## src/rtl/lwpc_pkg.sv

```systemverilog
//------------------------------------------------------------------------------
// lwpc_pkg
// Shared types and constants for the page cache tag controller.
//------------------------------------------------------------------------------
package lwpc_pkg;
	localparam int SLOTS_DEF     = 16;
	localparam int FILE_BITS_DEF = 10;
	localparam int PAGE_BITS_DEF = 32;
	localparam int CAP_BITS      = 5;
	localparam int MAX_RES       = 16;

	localparam logic [1:0] MODE_GET   = 2'd0;
	localparam logic [1:0] MODE_DIRTY = 2'd1;
	localparam logic [1:0] MODE_SYNC  = 2'd2;
	localparam logic [1:0] MODE_FLUSH = 2'd3;

	localparam logic [0:0] REG_ACTIVE_SLOTS = 1'd0;
endpackage

```

## src/rtl/lwpc_if.sv

```systemverilog
//------------------------------------------------------------------------------
// lwpc_req_if / lwpc_rsp_if
// Valid/ready channels for requests and results.
//------------------------------------------------------------------------------
interface lwpc_req_if #(parameter int FB = 10, parameter int PB = 32);
	logic          valid;
	logic          ready;
	logic [1:0]    mode;
	logic [FB-1:0] file_id;
	logic [PB-1:0] page_number;
	logic [3:0]    slot_in;
	modport source (output valid, mode, file_id, page_number, slot_in, input ready);
	modport sink   (input valid, mode, file_id, page_number, slot_in, output ready);
endinterface

interface lwpc_rsp_if #(parameter int FB = 10, parameter int PB = 32);
	logic          valid;
	logic          ready;
	logic [3:0]    slot;
	logic          hit;
	logic          fill;
	logic          writeback;
	logic [FB-1:0] wb_file;
	logic [PB-1:0] wb_page;
	logic          last;
	modport source (output valid, slot, hit, fill, writeback, wb_file, wb_page, last,
		input ready);
	modport sink   (input valid, slot, hit, fill, writeback, wb_file, wb_page, last,
		output ready);
endinterface

```

## src/rtl/lwpc_ram.sv

```systemverilog
//------------------------------------------------------------------------------
// lwpc_ram
// Generic single-write, single-read RAM with registered read data.
//------------------------------------------------------------------------------
module lwpc_ram #(
	parameter int WIDTH = 8,
	parameter int DEPTH = 16
) (
	input  logic                     clk,
	input  logic                     we,
	input  logic [$clog2(DEPTH)-1:0] waddr,
	input  logic [WIDTH-1:0]         wdata,
	input  logic [$clog2(DEPTH)-1:0] raddr,
	output logic [WIDTH-1:0]         rdata
);
	logic [WIDTH-1:0] mem [DEPTH];

	always_ff @(posedge clk) begin
		if (we) begin
			mem[waddr] <= wdata;
		end
		rdata <= mem[raddr];
	end
endmodule

```

## src/rtl/lru_writeback_page_cache_tags.sv

```systemverilog
//------------------------------------------------------------------------------
// lru_writeback_page_cache_tags
// Tag, dirty and LRU controller of a fully associative write-back page cache.
//------------------------------------------------------------------------------
// Requests are handled one at a time by a sequencer that walks all SLOTS
// entries of the tag RAM (registered read data) and updates per-slot valid,
// dirty and rank flops. A get scans for a match, a free slot and the LRU
// slot, then updates the flops, hands off the result and returns to idle;
// mark-dirty skips the scan and goes straight to the update. Sync and flush
// scan for dirty slots and hold each writeback until the next one or the
// end of the scan tells whether it is the last. Output stalls hold the
// sequencer.
// Tag RAM contents are only used for valid slots so the RAM needs no clear.
module lru_writeback_page_cache_tags #(
	parameter int SLOTS     = lwpc_pkg::SLOTS_DEF,
	parameter int FILE_BITS = lwpc_pkg::FILE_BITS_DEF,
	parameter int PAGE_BITS = lwpc_pkg::PAGE_BITS_DEF
) (
	input  logic       clk,
	input  logic       arst_n,
	lwpc_req_if.sink   req,
	lwpc_rsp_if.source rsp,
	input  logic       psel,
	input  logic       penable,
	input  logic       pwrite,
	input  logic [2:0] paddr,
	input  logic [31:0] pwdata,
	output logic [31:0] prdata,
	output logic       pready
);
	localparam int SB = $clog2(SLOTS);
	localparam int RB = $clog2(SLOTS);
	localparam int TW = FILE_BITS + PAGE_BITS;

	typedef enum logic [2:0] {ST_IDLE, ST_SCAN, ST_UPD, ST_WB, ST_OUT, ST_END} state_t;

	state_t                 state_q;
	logic [lwpc_pkg::CAP_BITS-1:0] cap_reg_q;
	logic [SLOTS-1:0]       valid_q, dirty_q;
	logic [RB-1:0]          rank_q [SLOTS];
	logic [SB:0]            used_q;
	logic [1:0]             mode_q;
	logic [FILE_BITS-1:0]   fid_q;
	logic [PAGE_BITS-1:0]   pg_q;
	logic [3:0]             sin_q;
	logic [SB:0]            idx_q;      // read address issued
	logic                   rd_s1;      // read data valid for idx_s1
	logic [SB-1:0]          idx_s1;
	logic                   hit_q, free_q, lru_ok_q, dirty_hit_q;
	logic [SB-1:0]          hit_slot_q, free_slot_q, lru_slot_q;
	logic [RB-1:0]          lru_rank_q;
	logic [TW-1:0]          lru_tag_q;
	logic [4:0]             nres_q;
	logic                   more_q;     // unsent dirty slots remain
	logic                   pend_q;     // writeback held, not yet sent
	logic                   fin_q;      // scan finished
	logic [SB-1:0]          resume_q;
	logic [SB-1:0]          wb_slot_q;
	logic [TW-1:0]          wb_tag_q;

	logic [TW-1:0] rdata;
	logic          we;
	logic [SB-1:0] waddr;
	logic [TW-1:0] wdata;
	logic [SB:0]   cap;
	logic [SB-1:0] tgt;

	lwpc_ram #(.WIDTH(TW), .DEPTH(SLOTS)) u_tags (
		.clk(clk), .we(we), .waddr(waddr), .wdata(wdata),
		.raddr(idx_q[SB-1:0]), .rdata(rdata)
	);

	assign pready = 1'b1;
	assign prdata = {{(32-lwpc_pkg::CAP_BITS){1'b0}}, cap_reg_q};

	always_comb begin
		if (cap_reg_q == '0) begin
			cap = (SB+1)'(1);
		end else if (32'(cap_reg_q) > SLOTS) begin
			cap = (SB+1)'(SLOTS);
		end else begin
			cap = (SB+1)'(cap_reg_q);
		end
	end

	assign tgt   = hit_q ? hit_slot_q : (free_q ? free_slot_q : lru_slot_q);
	assign we    = (state_q == ST_UPD) && (mode_q == lwpc_pkg::MODE_GET) && !hit_q;
	assign waddr = tgt;
	assign wdata = {fid_q, pg_q};

	assign req.ready = (state_q == ST_IDLE);

	logic [FILE_BITS-1:0] rfile;
	logic [PAGE_BITS-1:0] rpage;
	logic                 rv, rd;
	logic                 wb_take;
	assign rfile = rdata[TW-1:PAGE_BITS];
	assign rpage = rdata[PAGE_BITS-1:0];
	assign rv    = valid_q[idx_s1];
	assign rd    = dirty_q[idx_s1];
	assign wb_take = (mode_q != lwpc_pkg::MODE_GET) && rv && rd &&
		(mode_q == lwpc_pkg::MODE_FLUSH || rfile == fid_q);

	always_ff @(posedge clk or negedge arst_n) begin
		if (!arst_n) begin
			state_q   <= ST_IDLE;
			cap_reg_q <= lwpc_pkg::CAP_BITS'(16);
			valid_q   <= '0;
			dirty_q   <= '0;
			used_q    <= '0;
			rd_s1     <= 1'b0;
			rsp.valid <= 1'b0;
			for (int i = 0; i < SLOTS; i++) begin
				rank_q[i] <= '0;
			end
		end else begin
			if (psel && penable && pwrite &&
				paddr[2] == lwpc_pkg::REG_ACTIVE_SLOTS && paddr[1:0] == 2'd0) begin
				cap_reg_q <= pwdata[lwpc_pkg::CAP_BITS-1:0];
			end
			case (state_q)
				ST_IDLE: begin
					if (req.valid) begin
						mode_q      <= req.mode;
						fid_q       <= req.file_id;
						pg_q        <= req.page_number;
						sin_q       <= req.slot_in;
						idx_q       <= '0;
						rd_s1       <= 1'b0;
						hit_q       <= 1'b0;
						free_q      <= 1'b0;
						lru_ok_q    <= 1'b0;
						lru_slot_q  <= '0;
						lru_rank_q  <= '0;
						nres_q      <= '0;
						more_q      <= 1'b0;
						pend_q      <= 1'b0;
						fin_q       <= 1'b0;
						state_q     <= (req.mode == lwpc_pkg::MODE_DIRTY) ? ST_UPD : ST_SCAN;
					end
				end
				ST_SCAN: begin
					if (idx_q < (SB+1)'(SLOTS)) begin
						idx_s1 <= idx_q[SB-1:0];
						idx_q  <= idx_q + 1'b1;
						rd_s1  <= 1'b1;
					end else begin
						rd_s1 <= 1'b0;
					end
					if (rd_s1) begin
						if (mode_q == lwpc_pkg::MODE_GET) begin
							if (rv && rfile == fid_q && rpage == pg_q && !hit_q) begin
								hit_q      <= 1'b1;
								hit_slot_q <= idx_s1;
							end
							if (!rv && !free_q && used_q < cap && (SB+1)'(idx_s1) < cap) begin
								free_q      <= 1'b1;
								free_slot_q <= idx_s1;
							end
							if (rv && (!lru_ok_q || rank_q[idx_s1] > lru_rank_q)) begin
								lru_ok_q   <= 1'b1;
								lru_slot_q <= idx_s1;
								lru_rank_q <= rank_q[idx_s1];
								lru_tag_q  <= rdata;
							end
						end else if (wb_take) begin
							if (nres_q >= 5'(lwpc_pkg::MAX_RES)) begin
								more_q <= 1'b1;
							end else if (!pend_q) begin
								pend_q    <= 1'b1;
								wb_slot_q <= idx_s1;
								wb_tag_q  <= rdata;
								dirty_q[idx_s1] <= 1'b0;
								nres_q    <= nres_q + 1'b1;
							end else begin
								// send the held writeback, then rescan this slot
								resume_q <= idx_s1;
								state_q  <= ST_WB;
							end
						end
						if (idx_s1 == SB'(SLOTS-1) &&
							!(wb_take && pend_q && nres_q < 5'(lwpc_pkg::MAX_RES))) begin
							fin_q   <= 1'b1;
							state_q <= (mode_q == lwpc_pkg::MODE_GET) ? ST_UPD : ST_WB;
						end
					end
				end
				ST_WB: begin
					// hold the scan; present one writeback
					rd_s1 <= 1'b0;
					if (pend_q) begin
						pend_q        <= 1'b0;
						rsp.valid     <= 1'b1;
						rsp.slot      <= 4'(wb_slot_q);
						rsp.hit       <= 1'b0;
						rsp.fill      <= 1'b0;
						rsp.writeback <= 1'b1;
						rsp.wb_file   <= wb_tag_q[TW-1:PAGE_BITS];
						rsp.wb_page   <= wb_tag_q[PAGE_BITS-1:0];
						rsp.last      <= fin_q;
						state_q       <= ST_OUT;
					end else begin
						state_q <= ST_END;
					end
				end
				ST_OUT: begin
					if (rsp.ready) begin
						rsp.valid <= 1'b0;
						if (fin_q) begin
							state_q <= ST_END;
						end else begin
							idx_q   <= (SB+1)'(resume_q);
							state_q <= ST_SCAN;
						end
					end
				end
				ST_UPD: begin
					if (mode_q == lwpc_pkg::MODE_DIRTY) begin
						state_q <= ST_IDLE;
						if (32'(sin_q) < SLOTS && valid_q[sin_q[SB-1:0]]) begin
							dirty_q[sin_q[SB-1:0]] <= 1'b1;
							for (int i = 0; i < SLOTS; i++) begin
								if (valid_q[i] && rank_q[i] < rank_q[sin_q[SB-1:0]]) begin
									rank_q[i] <= rank_q[i] + 1'b1;
								end
							end
							rank_q[sin_q[SB-1:0]] <= '0;
						end
					end else begin
						for (int i = 0; i < SLOTS; i++) begin
							if (valid_q[i] &&
								((!hit_q && free_q) || rank_q[i] < rank_q[tgt])) begin
								rank_q[i] <= rank_q[i] + 1'b1;
							end
						end
						rank_q[tgt] <= '0;
						rsp.valid     <= 1'b1;
						rsp.slot      <= 4'(tgt);
						rsp.hit       <= hit_q;
						rsp.fill      <= !hit_q;
						rsp.writeback <= !hit_q && !free_q && dirty_q[lru_slot_q];
						rsp.wb_file   <= (!hit_q && !free_q && dirty_q[lru_slot_q]) ?
							lru_tag_q[TW-1:PAGE_BITS] : '0;
						rsp.wb_page   <= (!hit_q && !free_q && dirty_q[lru_slot_q]) ?
							lru_tag_q[PAGE_BITS-1:0] : '0;
						rsp.last      <= 1'b1;
						if (!hit_q) begin
							dirty_q[tgt] <= 1'b0;
							if (free_q) begin
								valid_q[tgt] <= 1'b1;
								used_q       <= used_q + 1'b1;
							end
						end
						state_q <= ST_END;
					end
				end
				ST_END: begin
					// wait for the final result to be taken
					if (!rsp.valid || rsp.ready) begin
						rsp.valid <= 1'b0;
						state_q   <= ST_IDLE;
						if (mode_q == lwpc_pkg::MODE_FLUSH && !more_q) begin
							valid_q <= '0;
							dirty_q <= '0;
							used_q  <= '0;
							for (int i = 0; i < SLOTS; i++) begin
								rank_q[i] <= '0;
							end
						end
					end
				end
				default: state_q <= ST_IDLE;
			endcase
		end
	end

	property p_rsp_hold;
		@(posedge clk) disable iff (!arst_n)
		rsp.valid && !rsp.ready |=> rsp.valid && $stable({rsp.slot, rsp.hit, rsp.fill,
			rsp.writeback, rsp.wb_file, rsp.wb_page, rsp.last});
	endproperty
	a_rsp_hold: assert property (p_rsp_hold);
	a_idle_no_rsp: assert property (@(posedge clk) disable iff (!arst_n)
		req.ready |-> !rsp.valid);
	a_used_max: assert property (@(posedge clk) disable iff (!arst_n)
		used_q <= (SB+1)'(SLOTS));
	a_wb_zero: assert property (@(posedge clk) disable iff (!arst_n)
		rsp.valid && !rsp.writeback |-> rsp.wb_file == '0 && rsp.wb_page == '0);
endmodule

```

## src/flat_wrapper.sv

```systemverilog
// flat-port wrapper written by rule: the top's interface ports become plain ports
module lru_writeback_page_cache_tags_flat 
#(
	parameter int SLOTS     = lwpc_pkg::SLOTS_DEF,
	parameter int FILE_BITS = lwpc_pkg::FILE_BITS_DEF,
	parameter int PAGE_BITS = lwpc_pkg::PAGE_BITS_DEF
)
  (clk, arst_n, psel, penable, pwrite, paddr, pwdata, prdata, pready, req_valid, req_mode, req_file_id, req_page_number, req_slot_in, req_ready, rsp_valid, rsp_slot, rsp_hit, rsp_fill, rsp_writeback, rsp_wb_file, rsp_wb_page, rsp_last, rsp_ready);
  lwpc_req_if req_i ();
  lwpc_rsp_if rsp_i ();
  input  logic clk;
  input  logic arst_n;
  input  logic psel;
  input  logic penable;
  input  logic pwrite;
  input  logic [2:0] paddr;
  input  logic [31:0] pwdata;
  output logic [31:0] prdata;
  output logic pready;
  input wire logic [$bits(req_i.valid)-1:0] req_valid;
  input wire logic [$bits(req_i.mode)-1:0] req_mode;
  input wire logic [$bits(req_i.file_id)-1:0] req_file_id;
  input wire logic [$bits(req_i.page_number)-1:0] req_page_number;
  input wire logic [$bits(req_i.slot_in)-1:0] req_slot_in;
  output wire logic [$bits(req_i.ready)-1:0] req_ready;
  output wire logic [$bits(rsp_i.valid)-1:0] rsp_valid;
  output wire logic [$bits(rsp_i.slot)-1:0] rsp_slot;
  output wire logic [$bits(rsp_i.hit)-1:0] rsp_hit;
  output wire logic [$bits(rsp_i.fill)-1:0] rsp_fill;
  output wire logic [$bits(rsp_i.writeback)-1:0] rsp_writeback;
  output wire logic [$bits(rsp_i.wb_file)-1:0] rsp_wb_file;
  output wire logic [$bits(rsp_i.wb_page)-1:0] rsp_wb_page;
  output wire logic [$bits(rsp_i.last)-1:0] rsp_last;
  input wire logic [$bits(rsp_i.ready)-1:0] rsp_ready;
  assign req_i.valid = req_valid;
  assign req_i.mode = req_mode;
  assign req_i.file_id = req_file_id;
  assign req_i.page_number = req_page_number;
  assign req_i.slot_in = req_slot_in;
  assign req_ready = req_i.ready;
  assign rsp_valid = rsp_i.valid;
  assign rsp_slot = rsp_i.slot;
  assign rsp_hit = rsp_i.hit;
  assign rsp_fill = rsp_i.fill;
  assign rsp_writeback = rsp_i.writeback;
  assign rsp_wb_file = rsp_i.wb_file;
  assign rsp_wb_page = rsp_i.wb_page;
  assign rsp_last = rsp_i.last;
  assign rsp_i.ready = rsp_ready;
  lru_writeback_page_cache_tags #(.SLOTS(SLOTS), .FILE_BITS(FILE_BITS), .PAGE_BITS(PAGE_BITS)) u_core (.clk(clk), .arst_n(arst_n), .req(req_i), .rsp(rsp_i), .psel(psel), .penable(penable), .pwrite(pwrite), .paddr(paddr), .pwdata(pwdata), .prdata(prdata), .pready(pready));
endmodule
```

## config.mk

```make
export PLATFORM = sky130hd
export DESIGN_NAME = lru_writeback_page_cache_tags_flat
export DESIGN_NICKNAME = d
export VERILOG_FILES = /design/src/rtl/lwpc_pkg.sv /design/src/rtl/lwpc_if.sv /design/src/rtl/lwpc_ram.sv /design/src/rtl/lru_writeback_page_cache_tags.sv /design/src/flat_wrapper.sv
export SDC_FILE = /design/constraint.sdc
export NUM_CORES = 1
export LEC_CHECK = 0
export BUFFER_PORTS_ARGS = -buffer_cell sky130_fd_sc_hd__buf_2
export CAP_MARGIN = 10
export CELL_PAD_IN_SITES_DETAIL_PLACEMENT = 1
export CELL_PAD_IN_SITES_GLOBAL_PLACEMENT = 1
export CORE_MARGIN = 4
export CORE_UTILIZATION = 30
export CTS_CLUSTER_DIAMETER = 50
export CTS_CLUSTER_SIZE = 30
export DETAILED_ROUTE_END_ITERATION = 8
export GPL_TIMING_DRIVEN = 0
export PLACE_DENSITY_LB_ADDON = 0.1
export SLEW_MARGIN = 20
export SYNTH_ARGS = -nofsm -noshare
export SYNTH_HDL_FRONTEND = slang
export SYNTH_SLANG_ARGS = --single-unit
export TNS_END_PERCENT = 10
```

## constraint.sdc

```tcl
create_clock -name clk -period 8.4 [get_ports clk]
set_clock_uncertainty 0.1 [all_clocks]
set_input_delay 1.68 -clock clk [delete_from_list [all_inputs] [get_ports clk]]
set_output_delay 1.68 -clock clk [all_outputs]
set_load 0.02 [all_outputs]
```

==> metrics.yaml <==
sta:
  max_clock_freq_ghz: 0.1515
  drv_slew: 0
  tns_ns: 0
  slew_headroom_pct: 18.75
  tightest_slew_ns: 1.219
  rsz0062_at_grt: "false"
  post-route-min-period_ns: 6.600
  hold_violations: 0
  setup_viol: 0
  min_period_over_period_pct: 78.57
  holdWs_ns: 0.3871
floorplan:
  die_y_um: 413.4
  die_w_um: 413.4
  core_um2: 163100
  start_util_pct: 30.23
  row_count: 148
  fp.dieArea_um2: 170900
  io_pins: 175
yosys:
  ys_types: 99
  ys_async_sr_fraction_pct: 10.56
  synth_edf_count: 898
  synth_area_um2: 49320
  ys_warn_count: 0
  netlist_instances: 3562
  ys.flop_type: "edfxtp_1"
  synth_seq_cells: 1051
  synth_area_per_cell_um2: 13.85
  yosysSeqAreaShare_pct: 62.02
grt:
  track_usage_pct: 23.09
  grt_pass1_vias: 35320
  gr-total-overflow: 0
  grt_use_met1_pct: 30.45
  grt_max_degree: 75
  use_met2_pct: 38.21
  grt_antenna_before_repair: 8
  grt_pass1_wl_mm: 278.5
  busiest_layer: "met2"
  use_met3_pct: 3.257
clock_network:
  ctsHoldBuffers: 0
  clock_latency_ns: 0.77
  post_cts_buffers: 0
  numCtsBuffers: 135
  cts_tree: "done"
  clkSinkCount: 1051
  clockBufferDepth: 3
  root_buffer: "clkbuf_16"
  post_cts_resized: 0
  h-tree-depth: 4
  clkTransAtPathRegs_ns: 0.07
pwr:
  power_density_nw_per_um2: 311.9
  swShare_pct: 36.45
  peakVddDrop_v: 0.0001949
  combPwrFrac_pct: 29.6
  internal_power_w: 0.01171
  clockPowerShare_pct: 33.2
  switching_power_w: 0.006716
  p_seq_share_pct: 37.1
  power.leakage_nw: 20.42
route:
  drc: 0
  first_pass_iters: 5
  vias: 34200
  viasPerCell: 5.502
  ant_nets: 0
  drt-initial-drc-count: 2976
  routed_wl_mm: 199.2
  wire_per_inst_um: 32.05
place:
  gp_routability_congestion: 0.9343
  place_hpwl_mm: 142.9
  port_buffers: 119
worst_setup_path:
  worst_setup_path_end_kind: "flop"
  worst-setup-path-type: "reg -> reg"
  cp.arrival_ns: 6.97
  crit_fanout: 10
  setup.worst_path.start_class: "flop"
  cp_data_required_time_ns: 8.77
hold_path:
  hp-class: "reg -> reg"
flow_run:
  maxCapViolCount: 0
cells_and_area:
  nets: 4142
  multi_input_area_um2: 17730
  fill_cells: 16950
  area_delta_synth_final_pct: 19.80
  drive_gt1_share_pct: 19.94
  seq_area_um2: 30590
outcome:
  status: "finished clean"
[final timing paths]
| path | slack [ns] | startpoint | end | cells after the start |
|---|---|---|---|---|
| hold reg to reg | 0.39 | u_core.u_tags.rdata[26]$_DFF_P_ | u_core.lru_tag_q[26]$_DFFE_PP_ | 0 |
| setup reg to reg | 1.80 | u_core.mode_q[1]$_DFFE_PP_ | u_core.rsp.wb_page[28]$_DFFE_PP_ | 13 |
| hold / removal | 0.39 | u_core.u_tags.rdata[26]$_DFF_P_ | u_core.lru_tag_q[26]$_DFFE_PP_ | 0 |
| max in group asynchronous | 6.60 | arst_n | u_core.state_q[0]$_DFFE_PN0P_ | 2 |
| min in group asynchronous | 0.76 | arst_n | u_core.rank_q[10]$_DFFE_PN0P_ | 1 |
| setup / recovery | 1.80 | u_core.mode_q[1]$_DFFE_PP_ | u_core.rsp.wb_page[28]$_DFFE_PP_ | 13 |
[synth_stat cells, types with 14 or more instances]
cell      instances  area share [%]
edfxtp_1        898              55
nand2_1         236             1.8
o21ai_0         223             2.3
a21oi_1         200             2.0
clkbuf_1        155             1.2
mux4_2          150             6.9
mux2i_1         142             2.9
nor2_1          141             1.1
ha_1            127             3.2
dfrtp_1         110             5.6
nand3_1          93            0.94
mux2_2           68             1.6
inv_1            62            0.47
a31oi_1          54            0.69
a22oi_1          53            0.81
a221oi_1         52            0.92
a22o_1           49            0.87
nand2b_1         46            0.58
nand4_1          46            0.58
nor3_1           46            0.47
xnor2_1          46            0.82
a21o_1           42            0.64
dfxtp_1          42             1.7
nor2b_1          40            0.51
a211oi_1         33            0.50
buf_4            32            0.49
xor2_1           28            0.50
buf_2            27            0.27
buf_1            24            0.18
and2_1           21            0.27
and3_1           21            0.27
o22ai_1          18            0.23
o31ai_1          14            0.21
or3_1            14            0.18
[layout by cell type, fill, tap and decap left out, types with 15 or more instances in the layout]
master	Yosys	final
a211oi_1	33	33
a21o_1	42	42
a21oi_1	200	197
a221oi_1	52	52
a22o_1	49	49
a22oi_1	53	53
a31oi_1	54	54
and2_1	21	21
and3_1	21	20
buf_1	24	15
buf_12	0	25
buf_16	0	17
buf_2	27	155
buf_4	32	61
clkbuf_1	155	152
clkbuf_16	0	136
clkinv_2	0	15
conb_1	2	28
dfrtp_1	110	110
dfxtp_1	42	42
edfxtp_1	898	898
ha_1	127	127
inv_1	62	59
inv_6	0	21
mux2_2	68	68
mux2i_1	142	142
mux4_2	150	150
nand2_1	236	236
nand2b_1	46	46
nand3_1	93	93
nand4_1	46	46
nor2_1	141	123
nor2b_1	40	39
nor3_1	46	37
o21ai_0	223	221
o22ai_1	18	18
xnor2_1	46	46
xor2_1	28	28
[per-layer routing]
layer / up-vias / share of wire (%) / wire length [µm]
li1: 14790 / - / -
met1: 17910 / 43 / 85570
met2: 1114 / 48 / 95080
met3: 379 / 4.8 / 9481
met4: 4 / 4.5 / 9041
met5: - / 0.012 / 24
[per-stage QoR]
step | setup slack (ns) | utilization, % | std cells | total power (W) | instance area (µm²)
after floorplan | 2.537 | - | 3588 | 0.009995 | 49410
after global placement | -5.979 | 32.32 | 5882 | 0.01225 | 52730
after detailed placement | 1.829 | 33.27 | 5963 | 0.01241 | 54280
after CTS | 1.825 | 36.21 | 6213 | 0.01859 | 59070
after global routing | 1.643 | 36.21 | 6214 | 0.01932 | 59080
final | 1.800 | 36.22 | 6216 | 0.01843 | 59080
[power groups by stage]
| stage | combinational [W] | sequential, W | clock [W] |
|---|---|---|---|
| 6_report | 0.00546 | 0.00684 | 0.00612 |
| 5_1_grt | 0.00594 | 0.00688 | 0.00650 |
| 4_1_cts | 0.00549 | 0.00683 | 0.00627 |
| 3_5_place_dp | 0.00547 | 0.00694 | 0 |
| 3_3_place_gp | 0.00530 | 0.00694 | 0 |
| 2_1_floorplan | 0.00340 | 0.00659 | 0 |
[area by class of cell]
cell class | count | area share, %
Antenna cell | 3 | 0.01271
Buffer | 241 | 1.878
Clock buffer | 155 | 6.016
Clock inverter | 95 | 2.092
Inverter | 63 | 0.4002
Multi-Input combinational cell | 2233 | 30.01
Sequential cell | 1051 | 51.77
Tap cell | 2175 | 4.606
Timing Repair Buffer | 200 | 3.219
[state kept, by name, summed over array words and instances (netlist names), 5 cells and up]
signal               flops
u_core.rsp.wb_page      32
u_core.dirty_q          16
u_core.wb_tag_q         42
u_core.u_tags.rdata     42
u_core.valid_q          16
u_core.idx_q             5
u_core.used_q            5
u_core.cap_reg_q         5
u_core.fid_q            10
u_core.rank_q           64
u_core.pg_q             32
u_core.rsp.wb_file      10
u_core.u_tags.mem      672
u_core.lru_tag_q        42
u_core.nres_q            5
[kinds of logic after synthesis]
kind of cell / Yosys count / share of synthesized area, %
buffers and inverters: 304 / 2.672
other: 2 / 0.01523
AO/OA/AOI/OAI: 889 / 11.96
multiplexers: 363 / 11.37
adder cells (fa/ha/maj): 128 / 3.242
AND/OR/NAND/NOR: 751 / 7.406
flip-flops: 1051 / 62.02
XOR/XNOR: 74 / 1.314
[critical path, cell delays in order, from the launching register on]
cell and delay [ns]:
edfxtp_1 0.57, nand2b_1 0.16, clkbuf_1 0.50, clkbuf_1 0.92, buf_1 0.81, clkbuf_1 0.92, o21ai_0 0.30, nor3_2 0.68
buf_4 0.31, buf_4 0.22, buf_6 0.16, buf_4 0.20, buf_4 0.21, buf_4 0.21
(Power assumes the default switching activity.)
